## src/fsld_pkg.sv

```systemverilog
package fsld_pkg;

  // History ring geometry.
  localparam int HIST_DEPTH = 16;
  localparam int HIST_AW    = $clog2(HIST_DEPTH);
  localparam int HIST_CW    = $clog2(HIST_DEPTH + 1);

  // Field widths fixed by the interface.
  localparam int TIME_W   = 32;
  localparam int ERR_W    = 8;
  localparam int LVL_W    = 2;
  localparam int CNT_OUT_W = 5;
  localparam int IN_DATA_W  = 40;
  localparam int OUT_DATA_W = 64;
  localparam int CFG_IDX_W  = 2;
  localparam int CFG_DATA_W = 16;

  // Levels.
  localparam logic [LVL_W-1:0] LVL_ABOVE_HALF = 2'd0;
  localparam logic [LVL_W-1:0] LVL_BELOW_HALF = 2'd1;
  localparam logic [LVL_W-1:0] LVL_NEAR_EMPTY = 2'd2;
  localparam logic [LVL_W-1:0] LVL_ERROR      = 2'd3;

  // Operations carried in in_tuser.
  localparam logic OP_SAMPLE = 1'b0;
  localparam logic OP_CLEAR  = 1'b1;

  // Configuration register indexes.
  localparam logic [CFG_IDX_W-1:0] REG_READ_INTERVAL = 2'd0;
  localparam logic [CFG_IDX_W-1:0] REG_DEBOUNCE      = 2'd1;
  localparam logic [CFG_IDX_W-1:0] REG_ERROR_LIMIT   = 2'd2;

  // Reset values of the configuration registers.
  localparam logic [15:0]      RST_READ_INTERVAL = 16'd100;
  localparam logic [15:0]      RST_DEBOUNCE      = 16'd500;
  localparam logic [ERR_W-1:0] RST_ERROR_LIMIT   = 8'd3;
  localparam logic [ERR_W-1:0] ERR_SAT           = 8'd255;

  typedef struct packed {
    logic capture;
    logic update;
    logic walk_rd;
    logic load_out;
  } cmd_t;

  typedef struct packed {
    logic walk_skip;
    logic walk_last;
  } sts_t;

  function automatic logic [LVL_W-1:0] map_level(input logic half, input logic empty);
    logic [LVL_W-1:0] lvl;
    if (half && empty) begin
      lvl = LVL_ABOVE_HALF;
    end else if (!half && empty) begin
      lvl = LVL_BELOW_HALF;
    end else if (!half && !empty) begin
      lvl = LVL_NEAR_EMPTY;
    end else begin
      lvl = LVL_ERROR;
    end
    return lvl;
  endfunction

endpackage

```

## src/fsld_ram.sv

```systemverilog
module fsld_ram #(
  parameter int WIDTH = 2,
  parameter int DEPTH = 16
) (
  input  logic                     clk,
  input  logic                     we,
  input  logic [$clog2(DEPTH)-1:0] waddr,
  input  logic [WIDTH-1:0]         wdata,
  input  logic [$clog2(DEPTH)-1:0] raddr,
  output logic [WIDTH-1:0]         rdata
);

  logic [WIDTH-1:0] mem [DEPTH];
  logic [WIDTH-1:0] rdata_r;

  always_ff @(posedge clk) begin
    if (we) begin
      mem[waddr] <= wdata;
    end
    rdata_r <= mem[raddr];
  end

  assign rdata = rdata_r;

endmodule

```

## src/fsld_ctrl.sv

```systemverilog
module fsld_ctrl (
  input  logic           clk,
  input  logic           rst_n,
  input  logic           in_tvalid,
  output logic           in_tready,
  output logic           out_tvalid,
  input  logic           out_tready,
  input  fsld_pkg::sts_t sts,
  output fsld_pkg::cmd_t cmd
);

  import fsld_pkg::*;

  typedef enum logic [4:0] {
    S_IDLE  = 5'b00001,
    S_UPD   = 5'b00010,
    S_WALK  = 5'b00100,
    S_DRAIN = 5'b01000,
    S_LOAD  = 5'b10000
  } state_t;

  state_t state_r, state_nxt;
  logic   out_valid_r, out_valid_nxt;
  logic   out_free;

  assign out_free   = !out_valid_r || out_tready;
  assign in_tready  = (state_r == S_IDLE);
  assign out_tvalid = out_valid_r;

  always_comb begin
    state_nxt    = state_r;
    cmd          = '0;
    unique case (state_r)
      S_IDLE: begin
        if (in_tvalid) begin
          cmd.capture = 1'b1;
          state_nxt   = S_UPD;
        end
      end
      S_UPD: begin
        cmd.update = 1'b1;
        state_nxt  = S_WALK;
      end
      S_WALK: begin
        if (sts.walk_skip) begin
          state_nxt = S_LOAD;
        end else begin
          cmd.walk_rd = 1'b1;
          if (sts.walk_last) begin
            state_nxt = S_DRAIN;
          end
        end
      end
      S_DRAIN: begin
        state_nxt = S_LOAD;
      end
      S_LOAD: begin
        if (out_free) begin
          cmd.load_out = 1'b1;
          state_nxt    = S_IDLE;
        end
      end
      default: begin
        state_nxt = S_IDLE;
      end
    endcase
  end

  always_comb begin
    out_valid_nxt = out_valid_r;
    if (cmd.load_out) begin
      out_valid_nxt = 1'b1;
    end else if (out_tready) begin
      out_valid_nxt = 1'b0;
    end
  end

  always_ff @(posedge clk) begin
    if (!rst_n) begin
      state_r     <= S_IDLE;
      out_valid_r <= 1'b0;
    end else begin
      state_r     <= state_nxt;
      out_valid_r <= out_valid_nxt;
    end
  end

endmodule

```

## src/fsld_dp.sv

```systemverilog
module fsld_dp (
  input  logic                                clk,
  input  logic                                rst_n,
  input  logic [fsld_pkg::IN_DATA_W-1:0]      in_tdata,
  input  logic                                in_tuser,
  output logic [fsld_pkg::OUT_DATA_W-1:0]     out_tdata,
  input  logic                                cfg_valid,
  input  logic [fsld_pkg::CFG_IDX_W-1:0]      cfg_index,
  input  logic [fsld_pkg::CFG_DATA_W-1:0]     cfg_data,
  input  fsld_pkg::cmd_t                      cmd,
  output fsld_pkg::sts_t                      sts
);

  import fsld_pkg::*;

  // Configuration registers.
  logic [15:0]      interval_r;
  logic [15:0]      debounce_r;
  logic [ERR_W-1:0] limit_r;

  // Captured input item.
  logic              op_r;
  logic [TIME_W-1:0] now_r;
  logic              half_r;
  logic              empty_r;

  // Level tracking state.
  logic [LVL_W-1:0]   committed_r, committed_nxt;
  logic [LVL_W-1:0]   pend_lvl_r, pend_lvl_nxt;
  logic               pend_r, pend_nxt;
  logic [ERR_W-1:0]   err_r, err_nxt;
  logic               rec_r, rec_nxt;
  logic [TIME_W-1:0]  last_t_r, last_t_nxt;
  logic [TIME_W-1:0]  pend_t_r, pend_t_nxt;
  logic [HIST_AW-1:0] head_r, head_nxt;
  logic [HIST_CW-1:0] count_r, count_nxt;
  logic [LVL_W-1:0]   slot0_r;

  // Per-item flags and the stability walk.
  logic               changed_r, changed_nxt;
  logic               taken_r, taken_nxt;
  logic               valid_r, valid_nxt;
  logic               push;
  logic [LVL_W-1:0]   lvl;
  logic [ERR_W-1:0]   err_inc;
  logic [HIST_AW-1:0] idx_r;
  logic [HIST_CW-1:0] stab_r;
  logic               cmp_en_r;
  logic [LVL_W-1:0]   rd_lvl;
  logic               fault;
  logic [OUT_DATA_W-1:0] out_data_r;

  assign lvl     = map_level(half_r, empty_r);
  assign err_inc = (err_r == ERR_SAT) ? err_r : err_r + ERR_W'(1);

  always_comb begin
    committed_nxt = committed_r;
    pend_lvl_nxt  = pend_lvl_r;
    pend_nxt      = pend_r;
    err_nxt       = err_r;
    rec_nxt       = rec_r;
    last_t_nxt    = last_t_r;
    pend_t_nxt    = pend_t_r;
    changed_nxt   = 1'b0;
    taken_nxt     = 1'b0;
    valid_nxt     = 1'b0;
    push          = 1'b0;
    if (op_r == OP_CLEAR) begin
      err_nxt = '0;
      rec_nxt = 1'b0;
    end else if ((now_r - last_t_r) >= TIME_W'(interval_r)) begin
      taken_nxt  = 1'b1;
      last_t_nxt = now_r;
      if (lvl == LVL_ERROR) begin
        err_nxt = err_inc;
        if (err_inc >= limit_r) begin
          rec_nxt       = 1'b1;
          committed_nxt = LVL_ERROR;
        end
      end else begin
        valid_nxt = 1'b1;
        push      = 1'b1;
        if (lvl != committed_r) begin
          if (!pend_r) begin
            pend_lvl_nxt = lvl;
            pend_nxt     = 1'b1;
            pend_t_nxt   = now_r;
          end else if (pend_lvl_r == lvl) begin
            if ((now_r - pend_t_r) >= TIME_W'(debounce_r)) begin
              committed_nxt = lvl;
              pend_nxt      = 1'b0;
              err_nxt       = '0;
              changed_nxt   = 1'b1;
            end
          end else begin
            pend_lvl_nxt = lvl;
            pend_t_nxt   = now_r;
          end
        end else begin
          pend_nxt = 1'b0;
        end
      end
    end
  end

  always_comb begin
    head_nxt  = head_r;
    count_nxt = count_r;
    if (push) begin
      head_nxt = (head_r == HIST_AW'(HIST_DEPTH - 1)) ? '0 : head_r + HIST_AW'(1);
      if (count_r < HIST_CW'(HIST_DEPTH)) begin
        count_nxt = count_r + HIST_CW'(1);
      end
    end
  end

  fsld_ram #(
    .WIDTH(LVL_W),
    .DEPTH(HIST_DEPTH)
  ) u_hist (
    .clk  (clk),
    .we   (cmd.update && push),
    .waddr(head_r),
    .wdata(lvl),
    .raddr(idx_r),
    .rdata(rd_lvl)
  );

  assign sts.walk_skip = (count_r < HIST_CW'(3));
  assign sts.walk_last = (idx_r == HIST_AW'(count_r - HIST_CW'(1)));

  assign fault = (committed_r == LVL_ERROR) || (err_r >= limit_r);

  always_ff @(posedge clk) begin
    if (!rst_n) begin
      interval_r  <= RST_READ_INTERVAL;
      debounce_r  <= RST_DEBOUNCE;
      limit_r     <= RST_ERROR_LIMIT;
      committed_r <= LVL_ERROR;
      pend_lvl_r  <= LVL_ERROR;
      pend_r      <= 1'b0;
      err_r       <= '0;
      rec_r       <= 1'b0;
      last_t_r    <= '0;
      pend_t_r    <= '0;
      head_r      <= '0;
      count_r     <= '0;
      idx_r       <= '0;
      stab_r      <= '0;
      cmp_en_r    <= 1'b0;
    end else begin
      if (cfg_valid) begin
        unique case (cfg_index)
          REG_READ_INTERVAL: interval_r <= cfg_data;
          REG_DEBOUNCE:      debounce_r <= cfg_data;
          REG_ERROR_LIMIT:   limit_r    <= cfg_data[ERR_W-1:0];
          default: ;
        endcase
      end
      if (cmd.update) begin
        committed_r <= committed_nxt;
        pend_lvl_r  <= pend_lvl_nxt;
        pend_r      <= pend_nxt;
        err_r       <= err_nxt;
        rec_r       <= rec_nxt;
        last_t_r    <= last_t_nxt;
        pend_t_r    <= pend_t_nxt;
        head_r      <= head_nxt;
        count_r     <= count_nxt;
        idx_r       <= HIST_AW'(1);
        // Slot zero counts itself once enough entries are stored.
        stab_r      <= (count_nxt >= HIST_CW'(3)) ? HIST_CW'(1) : '0;
      end else if (cmd.walk_rd) begin
        idx_r <= idx_r + HIST_AW'(1);
      end
      cmp_en_r <= cmd.walk_rd;
      if (cmp_en_r && (rd_lvl == slot0_r)) begin
        stab_r <= stab_r + HIST_CW'(1);
      end
    end
  end

  always_ff @(posedge clk) begin
    if (cmd.capture) begin
      op_r    <= in_tuser;
      now_r   <= in_tdata[TIME_W-1:0];
      half_r  <= in_tdata[TIME_W];
      empty_r <= in_tdata[TIME_W+1];
    end
    if (cmd.update) begin
      changed_r <= changed_nxt;
      taken_r   <= taken_nxt;
      valid_r   <= valid_nxt;
      if (push && (head_r == '0)) begin
        slot0_r <= lvl;
      end
    end
    if (cmd.load_out) begin
      out_data_r <= {6'd0, pend_t_r, CNT_OUT_W'(count_r), CNT_OUT_W'(stab_r), err_r,
                     rec_r, fault, pend_r, valid_r, taken_r, changed_r, committed_r};
    end
  end

  assign out_tdata = out_data_r;

endmodule

```

## src/float_switch_level_debouncer.sv

```systemverilog
// Float switch level debouncer.
//
// Input channel (in_*): one item per handshake. in_tuser selects the operation
// (sample the switches or clear the error count and recovery latch); in_tdata
// carries the millisecond timestamp and both switch readings.
// Result channel (out_*): exactly one result item per input item, in order.
// Configuration (cfg_*): index 0 read interval, 1 debounce time, 2 error limit.
// cfg_ready is always high; write only while no item is in flight.
//
// An item is accepted only while the block is idle. It then passes the state
// update and, with three or more stored entries, walks the history ring one
// entry per cycle through the single read port of the history memory. The
// next item can be accepted only after the previous one has loaded its
// result. The result sits in an output register, so the next item is
// accepted while the previous result still waits; when out_tready stays low
// the block holds its finished result and stops before loading the next one.
// Reset sets the level to error, clears the counters, the pending and recovery
// flags and the history fill, and returns the configuration to its defaults.
module float_switch_level_debouncer (
  input  logic                                clk,
  input  logic                                rst_n,
  input  logic                                in_tvalid,
  output logic                                in_tready,
  // [31:0] now_ms, [32] half_wet, [33] empty_wet, [39:34] zero
  input  logic [fsld_pkg::IN_DATA_W-1:0]      in_tdata,
  // [0] operation
  input  logic                                in_tuser,
  output logic                                out_tvalid,
  input  logic                                out_tready,
  // [1:0] level, [2] level_changed, [3] sample_taken, [4] sample_valid,
  // [5] change_pending, [6] fault, [7] in_recovery, [15:8] error_total,
  // [20:16] stable_count, [25:21] history_fill, [57:26] change_time, [63:58] zero
  output logic [fsld_pkg::OUT_DATA_W-1:0]     out_tdata,
  input  logic                                cfg_valid,
  output logic                                cfg_ready,
  input  logic [fsld_pkg::CFG_IDX_W-1:0]      cfg_index,
  input  logic [fsld_pkg::CFG_DATA_W-1:0]     cfg_data
);

  import fsld_pkg::*;

  cmd_t cmd;
  sts_t sts;

  assign cfg_ready = 1'b1;

  fsld_ctrl u_ctrl (
    .clk       (clk),
    .rst_n     (rst_n),
    .in_tvalid (in_tvalid),
    .in_tready (in_tready),
    .out_tvalid(out_tvalid),
    .out_tready(out_tready),
    .sts       (sts),
    .cmd       (cmd)
  );

  fsld_dp u_dp (
    .clk      (clk),
    .rst_n    (rst_n),
    .in_tdata (in_tdata),
    .in_tuser (in_tuser),
    .out_tdata(out_tdata),
    .cfg_valid(cfg_valid && cfg_ready),
    .cfg_index(cfg_index),
    .cfg_data (cfg_data),
    .cmd      (cmd),
    .sts      (sts)
  );

  // One item at a time: the block is busy right after an acceptance.
  assert property (@(posedge clk) disable iff (!rst_n)
    (in_tvalid && in_tready) |=> !in_tready)
    else $error("input accepted while an item is in flight");

  // The stability count never exceeds the number of stored entries.
  assert property (@(posedge clk) disable iff (!rst_n)
    out_tvalid |-> (out_tdata[20:16] <= out_tdata[25:21]))
    else $error("stable_count exceeds history_fill");

  // A reported level change only happens on a taken, valid sample.
  assert property (@(posedge clk) disable iff (!rst_n)
    (out_tvalid && out_tdata[2]) |-> (out_tdata[3] && out_tdata[4]))
    else $error("level change without a valid sample");

  // The error level always reports a fault.
  assert property (@(posedge clk) disable iff (!rst_n)
    (out_tvalid && (out_tdata[1:0] == LVL_ERROR)) |-> out_tdata[6])
    else $error("error level without fault");

endmodule
```

## config.mk

```make
export PLATFORM = sky130hd
export DESIGN_NAME = float_switch_level_debouncer
export DESIGN_NICKNAME = d
export VERILOG_FILES = /design/src/fsld_pkg.sv /design/src/fsld_ram.sv /design/src/fsld_ctrl.sv /design/src/fsld_dp.sv /design/src/float_switch_level_debouncer.sv
export SDC_FILE = /design/constraint.sdc
export NUM_CORES = 1
export LEC_CHECK = 0
export BUFFER_PORTS_ARGS = -buffer_cell sky130_fd_sc_hd__buf_2
export CORE_ASPECT_RATIO = 0.5
export CORE_MARGIN = 1.5
export CORE_UTILIZATION = 55
export CTS_CLUSTER_DIAMETER = 100
export CTS_CLUSTER_SIZE = 40
export DETAILED_ROUTE_END_ITERATION = 8
export PLACE_DENSITY = 0.74
export SYNTH_ARGS = -nofsm -noshare
export SYNTH_HDL_FRONTEND = slang
export SYNTH_HIERARCHICAL = 1
export SYNTH_SLANG_ARGS = --single-unit
```

## constraint.sdc

```tcl
create_clock -name clk -period 10.6 [get_ports clk]
set_input_delay 2.12 -clock clk [delete_from_list [all_inputs] [get_ports clk]]
set_output_delay 2.12 -clock clk [all_outputs]
set_load 0.01 [all_outputs]
```

==> results.rst <==
.. list-table::
   :header-rows: 1

   * - Metric
     - Value
   * - Number of global-route vias before repair
     - approximately 12k
   * - R2R cell count
     - 18
   * - Power density relative to cell area
     - between 100 and 150 nW/um2
   * - Fraction of the yosys area taken by sequential cells
     - roughly 43%
   * - Die Span Y
     - around 120 um
   * - Area Growth Syn to Fin
     - 7.069%
   * - Total number of placement rows
     - between 40 and 50
   * - Hold Fails Final Rpt
     - 0
   * - Fraction of final layout cells sized beyond drive strength 1
     - about a tenth
   * - CTS root buffer
     - sky130_fd_sc_hd__clkbuf_16
   * - Upper clock frequency limit
     - 171.1 MHz
   * - Placer congestion estimate
     - between 0.9 and 1
   * - Summed instance area of the synthesized netlist
     - roughly 16000 um2
   * - Post-route clock skew
     - roughly 0.017 ns
   * - Path category of the worst min-delay check
     - reg -> reg
   * - Slew at the pin closest to its max-slew limit
     - approximately 1.1 ns
   * - Net count, final
     - 1942
   * - Antenna violations before repair
     - 0
   * - Clock network latency to the later pin of the worst-skew pair
     - 0.51 ns
   * - Element type at the critical path start
     - register
   * - Total DRC errors in the routed layout
     - 0
   * - Outcome
     - finished clean
   * - Setup repair after global routing missed its margin
     - no
   * - Count of warnings emitted by yosys
     - 6
   * - CTS tree
     - yes
   * - Primary flip-flop cell chosen by synthesis mapping
     - sky130_fd_sc_hd__dfxtp_1
   * - Largest cells by area after synthesis
     - sky130_fd_sc_hd__edfxtp_1 (25%), sky130_fd_sc_hd__dfxtp_1 (18%), sky130_fd_sc_hd__ha_1 (9.5%), sky130_fd_sc_hd__a21oi_1 (4.9%), sky130_fd_sc_hd__nand2_1 (3.8%)
   * - Number of setup violations in the final report
     - 0
   * - Clock period minus worst slack
     - between 5 and 6 ns
   * - Post-cts gate resize count
     - 0
   * - Post-CTS Setup Inserts
     - 0
   * - Per-cell routed wire length
     - between 15 and 20 um
   * - Critical Setup Path Class
     - reg -> reg
   * - Static leakage
     - roughly 6.3 nW
   * - Critical Path RT
     - between 10 and 15 ns
   * - Final worst path period share
     - approximately 55%
   * - Hold Path Depth
     - 0
   * - DRT iter0 DRCs
     - 1208
   * - Max-capacitance violation count
     - 0
   * - Data arrival time at the worst-slack endpoint
     - about 6 ns
   * - Total clock sinks
     - between 200 and 300
   * - Summed negative setup slack over all endpoints
     - 0 ns
   * - Peak supply drop
     - ~96 uV
   * - Yosys reg bits
     - between 200 and 300
   * - H-Tree Depth
     - 1
   * - Overall track demand over capacity in global routing
     - between 20% and 30%
   * - Initial standard-cell utilization of the core
     - 56.64%
   * - Vias per std cell
     - slightly above 6
   * - Global route total overflow
     - 0
   * - Final Slew Violations
     - 0
   * - Tightest slew margin relative to the limit
     - 25.46%
   * - Number of clock buffers inserted by TritonCTS
     - 10
   * - Die area
     - roughly 30000 um2
   * - Final total power
     - 0.002401 W
   * - Final ANT Viol Nets
     - 0
   * - Number of vias in the routed layout
     - approximately 13k
   * - Core Footprint
     - approximately 28000 um2
   * - Synth top area share
     - roughly a quarter
   * - Clock-pin slew on the worst setup and hold paths
     - roughly 0.14 ns
   * - CTS Hold Buffers Added
     - 0
   * - Cell taking the most area after synthesis
     - sky130_fd_sc_hd__edfxtp_1
   * - Die width
     - roughly 240 um
   * - Sum of routed wire length over all layers
     - roughly 40000 um
   * - Share of async-settable or async-resettable flops after synthesis
     - 0%
   * - Post-synthesis average cell area
     - between 9 and 10 um2
   * - Crit path max fanout
     - between 40 and 50
   * - Ports placed on the boundary
     - approximately 130
   * - Antenna fix cells
     - 0
   * - Netlist cell types
     - 97
   * - Hold Worst Slack
     - ~0.44 ns
   * - Largest buffer count on any clock path
     - 3
   * - Wire length of the first global-routing pass
     - roughly 63000 um
   * - I/O Buffers
     - between 100 and 150
   * - Pin count of the biggest net entering global routing
     - just under 60
   * - Type of destination of the critical path
     - register
   * - Number of instances in the synthesized netlist
     - about 1.7k
   * - Post-DP HPWL
     - roughly 30000 um
   * - Post-synth EDFFs
     - between 100 and 150
   * - First-pass iteration count of the detailed router
     - 6
final timing paths:
path,slack [ns],endpoint,from
max,4.76,u_dp/u_hist/mem[0][0],u_dp/now_r[5]
min,0.44,u_dp/out_tdata[4],u_dp/valid_r
max reg2reg,4.76,u_dp/u_hist/mem[0][0],u_dp/now_r[5]
min reg2reg,0.44,u_dp/out_tdata[4],u_dp/valid_r
registers in the layout, summed over array words and instances (netlist names), 8 cells and up:
register / cells
u_dp/u_hist/mem: 32
u_dp/debounce_r: 16
u_dp/last_t_r: 32
u_dp/interval_r: 16
u_dp/now_r: 32
u_dp/err_r: 8
u_dp/pend_t_r: 32
u_dp/limit_r: 8
u_dp/out_tdata: 58
routing by layer:
metal	up-vias	wire length (um)	track usage (%)
met4	0	540	4.852
met3	40	2986	4.667
met2	458	17360	40.81
met1	6272	19600	39.63
li1	6209	-	-
met5	-	0	0
per-stage QoR:
stage	setup WS, ns	utilization [%]	std cells	cell area (um2)
2_1_floorplan	5.854	-	1698	15900
3_3_place_gp	5.001	59.52	2126	16680
3_5_place_dp	4.925	59.52	2126	16680
4_1_cts	4.883	60.65	2142	17000
5_1_grt	4.476	60.65	2142	17000
6_report	4.757	60.65	2142	17000
where the power goes:
part	switching, W	internal (W)
Sequential	0.0000435	0.00116
Clock	0.000316	0.000210
Combinational	0.000425	0.000250
Total	0.000785	0.00162
cells in the mapped netlist, types with 7 or more instances:
library cell               instances
sky130_fd_sc_hd__buf_2            10
sky130_fd_sc_hd__a211oi_1         11
sky130_fd_sc_hd__nand3_1          63
sky130_fd_sc_hd__and4_1            8
sky130_fd_sc_hd__xnor2_1          42
sky130_fd_sc_hd__o221ai_1          7
sky130_fd_sc_hd__a211o_1          10
sky130_fd_sc_hd__or2_2             7
sky130_fd_sc_hd__nor2_1          131
sky130_fd_sc_hd__nor3_1           25
sky130_fd_sc_hd__o21a_1           17
sky130_fd_sc_hd__nor2b_1          12
sky130_fd_sc_hd__mux2i_1          48
sky130_fd_sc_hd__nand3b_1          8
sky130_fd_sc_hd__o211ai_1         19
sky130_fd_sc_hd__nand2_1         162
sky130_fd_sc_hd__ha_1            120
sky130_fd_sc_hd__a21oi_1         156
sky130_fd_sc_hd__xor2_1           23
sky130_fd_sc_hd__inv_1           134
sky130_fd_sc_hd__nand4_1          21
sky130_fd_sc_hd__dfxtp_1         145
sky130_fd_sc_hd__edfxtp_1        130
sky130_fd_sc_hd__and2_1           12
sky130_fd_sc_hd__buf_4             8
sky130_fd_sc_hd__a31oi_1          21
sky130_fd_sc_hd__a21o_1           26
sky130_fd_sc_hd__and3_1            8
sky130_fd_sc_hd__a22o_1            8
sky130_fd_sc_hd__clkbuf_1         46
sky130_fd_sc_hd__o21ai_0          86
sky130_fd_sc_hd__nand2b_1         15
sky130_fd_sc_hd__nor4_1           11
sky130_fd_sc_hd__buf_1            10
cells in the final DEF, fill, tap and decap left out, types with 7 or more instances in the layout:
master                      instances
sky130_fd_sc_hd__and4_1             8
sky130_fd_sc_hd__nand2_1          162
sky130_fd_sc_hd__conb_1             7
sky130_fd_sc_hd__nand3_1           63
sky130_fd_sc_hd__mux2i_1           48
sky130_fd_sc_hd__a21o_1            26
sky130_fd_sc_hd__and2_1            10
sky130_fd_sc_hd__o211ai_1          19
sky130_fd_sc_hd__edfxtp_1         130
sky130_fd_sc_hd__a21oi_1          156
sky130_fd_sc_hd__nor3_1            25
sky130_fd_sc_hd__xnor2_1           42
sky130_fd_sc_hd__and3_1             8
sky130_fd_sc_hd__nor2b_1           11
sky130_fd_sc_hd__a22o_1             8
sky130_fd_sc_hd__nand2b_1          15
sky130_fd_sc_hd__inv_1            134
sky130_fd_sc_hd__o221ai_1           7
sky130_fd_sc_hd__o21a_1            17
sky130_fd_sc_hd__or2_2              7
sky130_fd_sc_hd__a211o_1           10
sky130_fd_sc_hd__a211oi_1          11
sky130_fd_sc_hd__dfxtp_1          145
sky130_fd_sc_hd__nand4_1           21
sky130_fd_sc_hd__buf_2            117
sky130_fd_sc_hd__ha_1             120
sky130_fd_sc_hd__nor4_1            11
sky130_fd_sc_hd__nor2_1           131
sky130_fd_sc_hd__nand3b_1           8
sky130_fd_sc_hd__clkbuf_16         12
sky130_fd_sc_hd__a31oi_1           21
sky130_fd_sc_hd__o21ai_0           86
sky130_fd_sc_hd__xor2_1            23
sky130_fd_sc_hd__buf_4              8
layout make-up:
| class | count | area (um2) |
|---|---|---|
| fillers | 2412 | 11030 |
| multi-input cells | 1207 | 8239 |
| flip-flops and latches | 275 | 6807 |
| repair buffers | 125 | 645.6 |
| inverters | 137 | 515.5 |
| well taps | 382 | 478.0 |
| clock buffers | 16 | 315.3 |
kinds of logic (layout without fill, tap and decap cells):
group	Yosys count	in the layout	synth area share (%)
AOI/OAI and AO/OA	436	436	17.92
xor gates and xnor gates	66	66	3.688
adders and majority gates	122	122	9.708
buffers and inverters	216	278	5.571
DFF	275	275	42.87
muxes	58	58	4.397
other	2	7	0.04730
and+or+nand+nor	518	518	15.80
worst max-delay path, stage by stage, from the launching register on:
cell                        delay, ns
sky130_fd_sc_hd__edfxtp_1        0.52
sky130_fd_sc_hd__ha_1            0.43
sky130_fd_sc_hd__a21o_1          0.22
sky130_fd_sc_hd__a211o_1         0.27
sky130_fd_sc_hd__o21ai_1         0.49
sky130_fd_sc_hd__nand2_1         0.17
sky130_fd_sc_hd__nand2_1         0.13
sky130_fd_sc_hd__nand2b_1        0.06
sky130_fd_sc_hd__a21oi_1         0.17
sky130_fd_sc_hd__xnor2_1         0.08
sky130_fd_sc_hd__ha_1            0.29
sky130_fd_sc_hd__nand3_1         0.10
sky130_fd_sc_hd__nor4_1          0.45
sky130_fd_sc_hd__nor4_2          0.11
sky130_fd_sc_hd__nand4_1         0.23
sky130_fd_sc_hd__o2111ai_4       0.17
sky130_fd_sc_hd__inv_2           0.74
sky130_fd_sc_hd__or3b_2          0.55
sky130_fd_sc_hd__nor3_1          0.32
Note: power is estimated with default switching activity, not from simulation.
